**src/rtl/pcd_pkg.sv**
```systemverilog
`timescale 1ns / 1ps
package pcd_pkg;
    localparam int MAX_VECTORS = 32;
    localparam int MAX_DIM     = 256;
    localparam int ROW_CAP     = 32;
    localparam int ROW_LIM     = (MAX_VECTORS < ROW_CAP) ? MAX_VECTORS : ROW_CAP;

    localparam int VEC_AW    = $clog2(MAX_VECTORS);
    localparam int DIM_AW    = (MAX_DIM > 1) ? $clog2(MAX_DIM) : 1;
    localparam int MEM_AW    = VEC_AW + DIM_AW;
    localparam int MEM_DEPTH = 1 << MEM_AW;
    localparam int DCNT_W    = $clog2(MAX_DIM + 1);

    localparam int NORM_W = 31 + $clog2(MAX_DIM);
    localparam int DOT_W  = NORM_W + 1;
    localparam int SQ_W   = (NORM_W + 1) / 2;
    localparam int SQV_W  = 2 * SQ_W;
    localparam int SQK_W  = $clog2(SQ_W);
    localparam int DEN_W  = 2 * SQ_W;
    localparam int WIDE_W = NORM_W + 17;

    localparam int QBITS = 14;
    localparam int QK_W  = 4;
    localparam logic [15:0] ONE_Q14 = 16'd16384;

    localparam logic REG_MODEL_COUNT = 1'b0;
    localparam logic REG_DIM_COUNT   = 1'b1;
endpackage

```
**src/rtl/pcd_sqrt.sv**
```systemverilog
`timescale 1ns / 1ps
module pcd_sqrt import pcd_pkg::*; (
    input  logic              i_clk,
    input  logic              i_rst_n,
    input  logic              i_start,
    input  logic [NORM_W-1:0] i_value,
    output logic              o_done,
    output logic [SQ_W-1:0]   o_root
);
    logic             r_busy;
    logic             r_done;
    logic [SQV_W-1:0] r_v;
    logic [SQV_W-1:0] r_res;
    logic [SQK_W-1:0] r_k;
    logic [SQV_W-1:0] bitv;
    logic [SQV_W-1:0] trial;

    assign bitv  = SQV_W'(1) << {r_k, 1'b0};
    assign trial = r_res + bitv;

    always_ff @(posedge i_clk) begin
        if (!i_rst_n) begin
            r_busy <= 1'b0;
            r_done <= 1'b0;
        end else begin
            r_done <= 1'b0;
            if (i_start) begin
                r_busy <= 1'b1;
                r_v    <= SQV_W'(i_value);
                r_res  <= '0;
                r_k    <= SQK_W'(SQ_W - 1);
            end else if (r_busy) begin
                if (r_v >= trial) begin
                    r_v   <= r_v - trial;
                    r_res <= (r_res >> 1) + bitv;
                end else begin
                    r_res <= r_res >> 1;
                end
                if (r_k == '0) begin
                    r_busy <= 1'b0;
                    r_done <= 1'b1;
                end else begin
                    r_k <= r_k - 1'b1;
                end
            end
        end
    end

    assign o_done = r_done;
    assign o_root = r_res[SQ_W-1:0];
endmodule

```
**config.mk**
```make
export PLATFORM = sky130hd
export DESIGN_NAME = pcd_sqrt
export DESIGN_NICKNAME = d
export VERILOG_FILES = /design/src/rtl/pcd_pkg.sv /design/src/rtl/pcd_sqrt.sv
export SDC_FILE = /design/constraint.sdc
export NUM_CORES = 1
export LEC_CHECK = 0
export ABC_AREA = 1
export ABC_CLOCK_PERIOD_IN_PS = 6790
export BUFFER_PORTS_ARGS = -buffer_cell sky130_fd_sc_hd__buf_4
export CAP_MARGIN = 20
export CELL_PAD_IN_SITES_DETAIL_PLACEMENT = 1
export CELL_PAD_IN_SITES_GLOBAL_PLACEMENT = 2
export CORE_UTILIZATION = 34
export DETAILED_ROUTE_END_ITERATION = 10
export PLACE_DENSITY = 0.82
export RECOVER_POWER = 25
export SETUP_SLACK_MARGIN = 0.5
export SYNTH_ARGS = -nofsm -noshare
export SYNTH_HDL_FRONTEND = slang
export SYNTH_SLANG_ARGS = --single-unit
```
**constraint.sdc**
```tcl
create_clock -name i_clk -period 6.79 [get_ports i_clk]
set_input_delay 0.3395 -clock i_clk [delete_from_list [all_inputs] [get_ports i_clk]]
set_output_delay 0.3395 -clock i_clk [all_outputs]
set_load 0.1 [all_outputs]
```
; ---- Word-level counts from Yosys, hierarchy flattened
; Index checks and enable logic that the tools add are counted.
[totals]
register_bits = 87
input_bits = 42
out_inout_bits = 21
wordCells = 33
[op_classes]
n_addsub = 4
order_cmp = 1
n_eq_ne = 1
n_shift = 1
muxes = 11
n_bitwise = 2
n_reduce_logical = 7
[ops]
columns = operator, count
row1 = $mux 40, 4
row2 = $add 39x40->40, 1
row3 = $add 40x40->40, 1
row4 = $ge 40x40->1, 1
row5 = $shl 1x6->40 const A, 1
row6 = $sub 40x40->40, 1
row7 = $mux 39, 1
row8 = $mux 5, 2
row9 = $reduce_and 3->1, 2
row10 = $logic_not 5->1, 1
row11 = $sub 5x1->5 const B, 1
row12 = $mux 1, 4
row13 = $reduce_bool 2->1, 2
row14 = $reduce_or 3->1, 1
row15 = $ne 2x2->1 const B, 1
row16 = $not 1->1, 2
row17 = $reduce_and 2->1, 1

; ---- Logic depth before layout (Yosys ltp)
; Gate-level depths: netlist (run 1).
[logic_depth]
word_depth = 6
depth_mapped = 30
mapped_depth_nobuf = 30

; ---- Worst setup path after synthesis (run 1)
; OpenSTA, ideal clock, no wires.
[synth_path]
kind = reg-to-reg
start = register r_k[0]
end = register r_v[0], enable pin
setup_time_ps = 437
arrival_time_ps = 5140
t_required_ps = 6353
slack_ps = 1212
stages_incl_launch_ff = 26
synth_period_minus_slack_ps = 5578
path_cell_list = edfxtp_1 ha_1 inv_1 nor2_4 inv_1 nor2_1 ha_1 nand2_1 nor2_1 inv_1 nor2_1 inv_1 nor3_1 a21oi_1 xor2_1 ha_1 inv_1 o21ai_0 a21oi_1 and2_1 nand2_1 nand2_1 nand4_2 nor2_2 buf_2 nor2_1
[synth_between]
elab_chain_cells = 5
[synth_rtl]
columns = item, line
row1 = start: declaration, pcd_sqrt.sv:14  ; logic [SQK_W-1:0] r_k;
row2 = start signal: assignment, pcd_sqrt.sv:31  ; r_k <= SQK_W'(SQ_W - 1);
row3 = start signal: assignment, pcd_sqrt.sv:43  ; r_k <= r_k - 1'b1;
row4 = $shl 1x6->40, pcd_sqrt.sv:18  ; assign bitv = SQV_W'(1) << {r_k, 1'b0};
row5 = $add 40x40->40, pcd_sqrt.sv:19  ; assign trial = r_res + bitv;
row6 = $ge 40x40->1, pcd_sqrt.sv:33  ; if (r_v >= trial) begin
row7 = $reduce_bool 2->1 (no source line), -
row8 = $reduce_and 3->1 (no source line), -
row9 = end signal: assignment, pcd_sqrt.sv:29  ; r_v <= SQV_W'(i_value);
row10 = end signal: assignment, pcd_sqrt.sv:34  ; r_v <= r_v - trial;
row11 = end: declaration, pcd_sqrt.sv:12  ; logic [SQV_W-1:0] r_v;
; Every way passes these cells.
; A chain may end at the register's enable or synchronous reset.

; ---- Final worst setup path (run 1)
[layout_path]
start = register r_k[0]
end = register r_v[8], enable pin
; The elaborated chain is that of the path after synthesis.

==> reports/results.txt, run 1 <==
Slew @ Worst Pin -> 2.44 ns
GP Congestion -> 0.974
Final Hold Fails -> 0
Final Setup Violations -> 0
post-route setup slack -> 0.908 ns
Ports -> 63
Critical Path Start Type -> flip-flop
GR Util All Layers -> 29.7%
Area contributors post-synth -> edfxtp_1 23%, nand2_1 20%, ha_1 9.1%
Row Count -> 66
P&R area growth vs syn -> 9.62%
commonest non-fill, non-tap cells in the layout -> 596 x nand2_1, 236 x inv_1, 228 x nor2_1
Die Span X -> 183 microns
pwr/cell area -> 179 nW/um^2
Antenna Violating Nets Remaining -> 0
hold path endpoint -> o_done$_SDFF_PP0_
Worst Path Arrival -> 5.89 ns
Post-Route WL -> 48800 microns
Slew Viols, Final -> 48
residual DRC count -> 0
Die Y-Extent -> 183 microns
clock slew at the register clock pins of the worst setup and hold paths -> 0.07 ns
Static Leak -> 0.00547 uW
initial antenna violation count -> 0
Reg-to-Reg Start -> r_k[0]$_SDFFCE_PP1P_
Mapped Cells -> 1845
critical path class -> reg2reg
Reg area -> 2590 sq um
Detail Placement HPWL -> 41000 microns
port bufs -> 62
Post-synth EDFFs -> 85
Fillers -> 4404
die area -> 33700 sq um
most common cell after layout, fill and taps aside -> nand2_1
Worst R2R Path Depth -> 24
Synth top area share -> 22.8%
WL/cell -> 20.9 microns
Synth cell types -> 43
total CTS buffers -> 9
Total Power -> 2190 uW
nets -> 2009
fin crit share -> 86.6%
minimum clock period -> 5.88 ns
clk root buf -> clkbuf_16
Worst R2R End -> r_v[8]$_DFFE_PP_
layout cell share with drive strength beyond 1 -> 6.08%
#FFs+latches synth -> 87
fmax -> 170 MHz
first-pass GRT wire length -> 74600 microns
Top FF cell, synth -> edfxtp_1
Hold Crit Start -> i_rst_n
hold_ws -> 0.227 ns
Clk Latency, worst-skew pair -> 0.38 ns
hold depth -> 3
mean area per synthesized cell -> 6.07 sq um
drt initial violations -> 710
vias per cell -> 5.38
initial core utilization -> 34.5%
MaxCap Viol Count -> 1
setup slack, reg-to-reg -> 0.91 ns
Yosys warning count -> 0
placed cells -> 2316
RSZ-0062 raised after global routing -> false
postcts setup bufs -> 0
area of the multi-input gates -> 7480 sq um
CTS Buffer Depth -> 2
Place WS -> 0.780 ns
first drt pass iteration count -> 6
TritonCTS clock tree -> done
H-tree depth -> 3
FFs w/ async S/R, synth -> 0%
Clock Sinks -> 87
syn_nets -> 1969
Finished Layout Cells -> 2332
Seq/Total Area, Yosys -> 23.2%
ANT cells -> 0
CP max FO -> 40
element type at the critical path end -> flip-flop
post-synth top area cell -> edfxtp_1
largest net degree at the start of global routing -> 48
failing checks -> capacitance limit, slew limit
setup_tns -> 0 ns
Max VDD drop -> 129 uV
Hold WC Path Type -> in2reg
vias in the first global route -> 13300
core area -> 32500 sq um
Setup Skew -> 0.0118 ns
vias -> 12500
Post-Syn Area -> 11200 sq um
total grt overflow -> 0
status -> finished, violations left
Critical Path RT -> 6.80 ns
Max transition margin -> -62.9%
==> timing repair <==
action	CTS	global route
gates resized for setup	0	1
setup endpoints to repair	0	41
hold buffers	0	0
==> critical path, cell delays in order (launching register included) <==
cell and delay (ns):
edfxtp_1 0.46, inv_1 0.16, ha_1 0.21, nand2_1 0.09, nor2_1 0.41, ha_1 0.44, nand2_1 0.11, o21ai_2 0.29
nand2_1 0.09, nand2_1 0.20, nand2_1 0.10, nand2_2 0.14, nand2_1 0.08, nand2_2 0.10, xnor2_1 0.14, ha_1 0.40
nand2_1 0.11, nor2_1 0.22, nand2_1 0.19, nor4_2 0.37, nand3_1 0.17, nand4_2 0.19, nor2_2 0.07, nor2_4 0.18
buf_4 0.53
==> metal layers <==
layer  share of wire, %  track usage [%]
met4                5.7             17.4
met3                2.4             1.84
met1                 42             33.9
met2                 50             54.3
met5                  0                0
==> cells in the mapped netlist (all sizes together), types with 2 or more instances <==
library cell	instances
nand2	605
inv	237
nor2	237
nand3	138
o21ai	119
a21oi	110
edfxtp	85
ha	81
buf	32
nand4	29
nor3	27
xnor2	20
xor2	19
or2	17
nand3b	16
a31oi	13
o21bai	11
nor4	10
clkbuf	8
a21o	7
o21a	7
a211oi	4
a21boi	3
a22oi	2
and3	2
dfxtp	2
==> sequential cells by signal, summed over array words and instances (netlist names) <==
| signal | count |
|---|---|
| r_k | 5 |
| r_busy | 1 |
| r_v | 40 |
| o_done | 1 |
| r_res | 40 |
==> report_power, final <==
part	internal [uW]	leakage, uW	switching (uW)
sequential	660	0.000832	63.5
combinational	262	0.00449	626
clock	322	0.000150	257
==> cell families after synthesis <==
| kind of cell | share of synthesized area (%) |
|---|---|
| and+or+nand+nor | 40.9 |
| buffers and inverters | 10.1 |
| AOI/OAI and AO/OA | 13.5 |
| DFF | 23.2 |
| adders and majority gates | 9.23 |
| xor gates and xnor gates | 3.05 |
==> worst max-delay path by stage <==
stage                               from                 to  slack (ns)
floorplan           r_k[0]$_SDFFCE_PP1P_   r_v[0]$_DFFE_PP_        1.21
global placement    r_k[0]$_SDFFCE_PP1P_   r_v[7]$_DFFE_PP_        0.84
detailed placement  r_k[0]$_SDFFCE_PP1P_   r_v[7]$_DFFE_PP_        0.78
CTS                 r_k[0]$_SDFFCE_PP1P_  r_v[16]$_DFFE_PP_        0.75
global route        r_k[0]$_SDFFCE_PP1P_  r_v[12]$_DFFE_PP_        0.57
finish              r_k[0]$_SDFFCE_PP1P_   r_v[8]$_DFFE_PP_        0.91
==> layout make-up <==
class	count	area share, %
multi-input combinational	1480	61.0
timing repair buffer	69	3.55
inverter	238	7.28
clock inverter	6	0.693
tap	442	4.51
clock buffer	10	1.87
sequential	87	21.1
==> metrics by stage <==
| step | instance area (sq um) | util (%) |
|---|---|---|
| 6_report | 12300 | 37.8 |
| 5_1_grt | 12300 | 37.8 |
| 4_1_cts | 12400 | 38.1 |
| 3_5_place_dp | 12000 | 37.1 |
| 3_3_place_gp | 12000 | 37.1 |
| 2_1_floorplan | 11200 | - |
Note: power is estimated with default switching activity, not from simulation.
==> run 2: changes to the inputs <==
- ABC_CLOCK_PERIOD_IN_PS: 6790 -> 7000
- BUFFER_PORTS_ARGS: -buffer_cell sky130_fd_sc_hd__buf_4 -> -buffer_cell sky130_fd_sc_hd__buf_2
- CORE_UTILIZATION: 34 -> 37
- PLACE_DENSITY: 0.82 -> 0.88
- clock period: 6.79 -> 7 ns (I/O delays scaled with it)
==> run 2 against run 1 <==
  * The run still ends with capacitance limit, slew limit left
  * Sequential power decreased by 3.0%
  * Wire length decreased by 1.6%
  * Clock power decreased by 10%
  * Largest power group unchanged
  * Hold slack improved by 0.019 ns
  * Fmax increased by 0.46%
  * Critical path type unchanged
==> reports/results.txt, run 2 (synthesis gave the netlist of run 1 again) <==
placed cells -> 2265
Critical Path Max Stage Delay -> 0.50 ns
Bufs and invs on worst path -> 2
Hold WC Path Type -> in2reg
GRT busiest layer -> met2
met1 usage -> 36.4%
largest net degree at the start of global routing -> 48
element type at the critical path end -> flip-flop
pwr/cell area -> 172 nW/um^2
Final Setup Violations -> 0
vias per cell -> 5.47
fin crit share -> 83.7%
Critical Path Slowest Stage Cell -> buf_4
drt initial violations -> 719
postcts setup bufs -> 0
MaxCap Viol Count -> 1
Max VDD drop -> 126 uV
layout cell share with drive strength beyond 1 -> 6.24%
GP Congestion -> 0.953
GR Util All Layers -> 31.6%
Antenna Violating Nets Remaining -> 0
RSZ-0062 raised after global routing -> false
Fillers -> 4077
die area -> 31000 sq um
initial core utilization -> 37.7%
Critical Path Start Type -> flip-flop
minimum clock period -> 5.86 ns
Post-Route WL -> 48100 microns
H-tree depth -> 3
CP delay by family, top -> simple AND/OR/NAND/NOR gates
total CTS buffers -> 9
P&R area growth vs syn -> 8.08%
failing checks -> capacitance limit, slew limit
Critical Path RT -> 7.00 ns
Clk Latency, worst-skew pair -> 0.37 ns
clock slew at the register clock pins of the worst setup and hold paths -> 0.08 ns
core area -> 29700 sq um
Slew @ Worst Pin -> 2.46 ns
met2 Usage GRT -> 57.1%
Row Count -> 63
Largest regs -> r_res (40), r_v (40), r_k (5)
setup_tns -> 0 ns
CTS Buffer Depth -> 2
vias -> 12500
residual DRC count -> 0
Static Leak -> 0.00544 uW
commonest non-fill, non-tap cells in the layout -> 596 x nand2_1, 236 x inv_1, 228 x nor2_1
first-pass GRT wire length -> 73200 microns
crit-path most repeated cell -> nand2_1
port bufs -> 62
vias in the first global route -> 13000
total grt overflow -> 0
status -> finished, violations left
first drt pass iteration count -> 4
Cell Chain, Critical Path -> inv_1 -> ha_1 -> nand2_1 -> nor2_1 -> ha_1 -> nand2_1 -> o21ai_2 -> nand2_1 -> nand2_1 -> nand2_1 -> nand2_2 -> nand2_1 -> nand2_2 -> xnor2_1 -> ha_1 -> nand2_1 -> nor2_1 -> nand2_1 -> nor4_2 -> nand3_1 -> nand4_2 -> nor2_2 -> nor2_4 -> buf_4
CP max FO -> 40
Finished Layout Cells -> 2281
Setup Skew -> 0.0108 ns
post-layout util -> 40.7%
TritonCTS clock tree -> done
Ports -> 63
Max transition margin -> -64.1%
clk root buf -> clkbuf_16
Worst Path Arrival -> 5.86 ns
most common cell after layout, fill and taps aside -> nand2_1
nets -> 2010
Die Span X -> 176 microns
Clock Sinks -> 87
WL/cell -> 21.1 microns
initial antenna violation count -> 0
Detail Placement HPWL -> 40100 microns
Die Y-Extent -> 176 microns
GR Util met3 -> 2.56%
critical path class -> reg2reg
Final Hold Fails -> 0
fmax -> 171 MHz
ANT cells -> 0
Slew Viols, Final -> 48
## run 2: changes by cell type in the layout (fill, tap and decap cells not counted)
cell	delta
buf_2	+41
buf_4	-40
clkinv_2	+2
a21oi_1	-1
a21oi_4	+1
bufinv_16	-1
clkinv_1	-1
## run 2: stage by stage
step | worst slack [ns] | area (sq um) | hold slack (ns) | power [uW]
after global routing | 0.667 | 12100 | 0.250 | 2200
final | 1.14 | 12100 | 0.246 | 2080
after global placement | 1.03 | 11800 | 0.514 | 1540
after detailed placement | 0.914 | 11800 | 0.517 | 1560
after floorplan | 1.42 | 11200 | 0.422 | 1300
after CTS | 0.879 | 12100 | 0.237 | 2080
## run 2: area by class of cell
type / count / area, sq um / share of cell area (%)
multi-input combinational: 1480 / 7490 / 61.9
sequential: 87 / 2590 / 21.4
inverter: 238 / 893 / 7.38
tap: 390 / 488 / 4.03
timing repair buffer: 70 / 340 / 2.81
clock buffer: 10 / 229 / 1.89
clock inverter: 6 / 61.3 / 0.507
## run 2: layer usage
layer	wire [microns]	vias up
li1	-	6105
met3	1110	110
met5	0	-
met2	23900	263
met4	2740	0
met1	20300	5992
## run 2: tightest hold or removal path: stages
cell and delay [ns]:
buf_2 0.07, nand2_1 0.04, nand2_1 0.05
## run 2: worst paths after layout
check                       to  slack [ns]            startpoint  cells past startpoint
max reg2reg  r_v[10]$_DFFE_PP_        1.14  r_k[0]$_SDFFCE_PP1P_                     24
min          r_v[37]$_DFFE_PP_        0.25           i_value[37]                      3
min reg2reg  o_done$_SDFF_PP0_        0.54     r_busy$_SDFF_PN0_                      2
max          r_v[10]$_DFFE_PP_        1.14  r_k[0]$_SDFFCE_PP1P_                     24
## run 2: power by group
group          switching (uW)  total (uW)  internal, uW
sequential               60.9         701           640
combinational             610         859           249
clock                     246         522           277
## run 2: repair_timing
action                     in CTS  in global routing
setup endpoints to repair       0                 48
resized for setup               0                  1
hold buffers                    0                  0
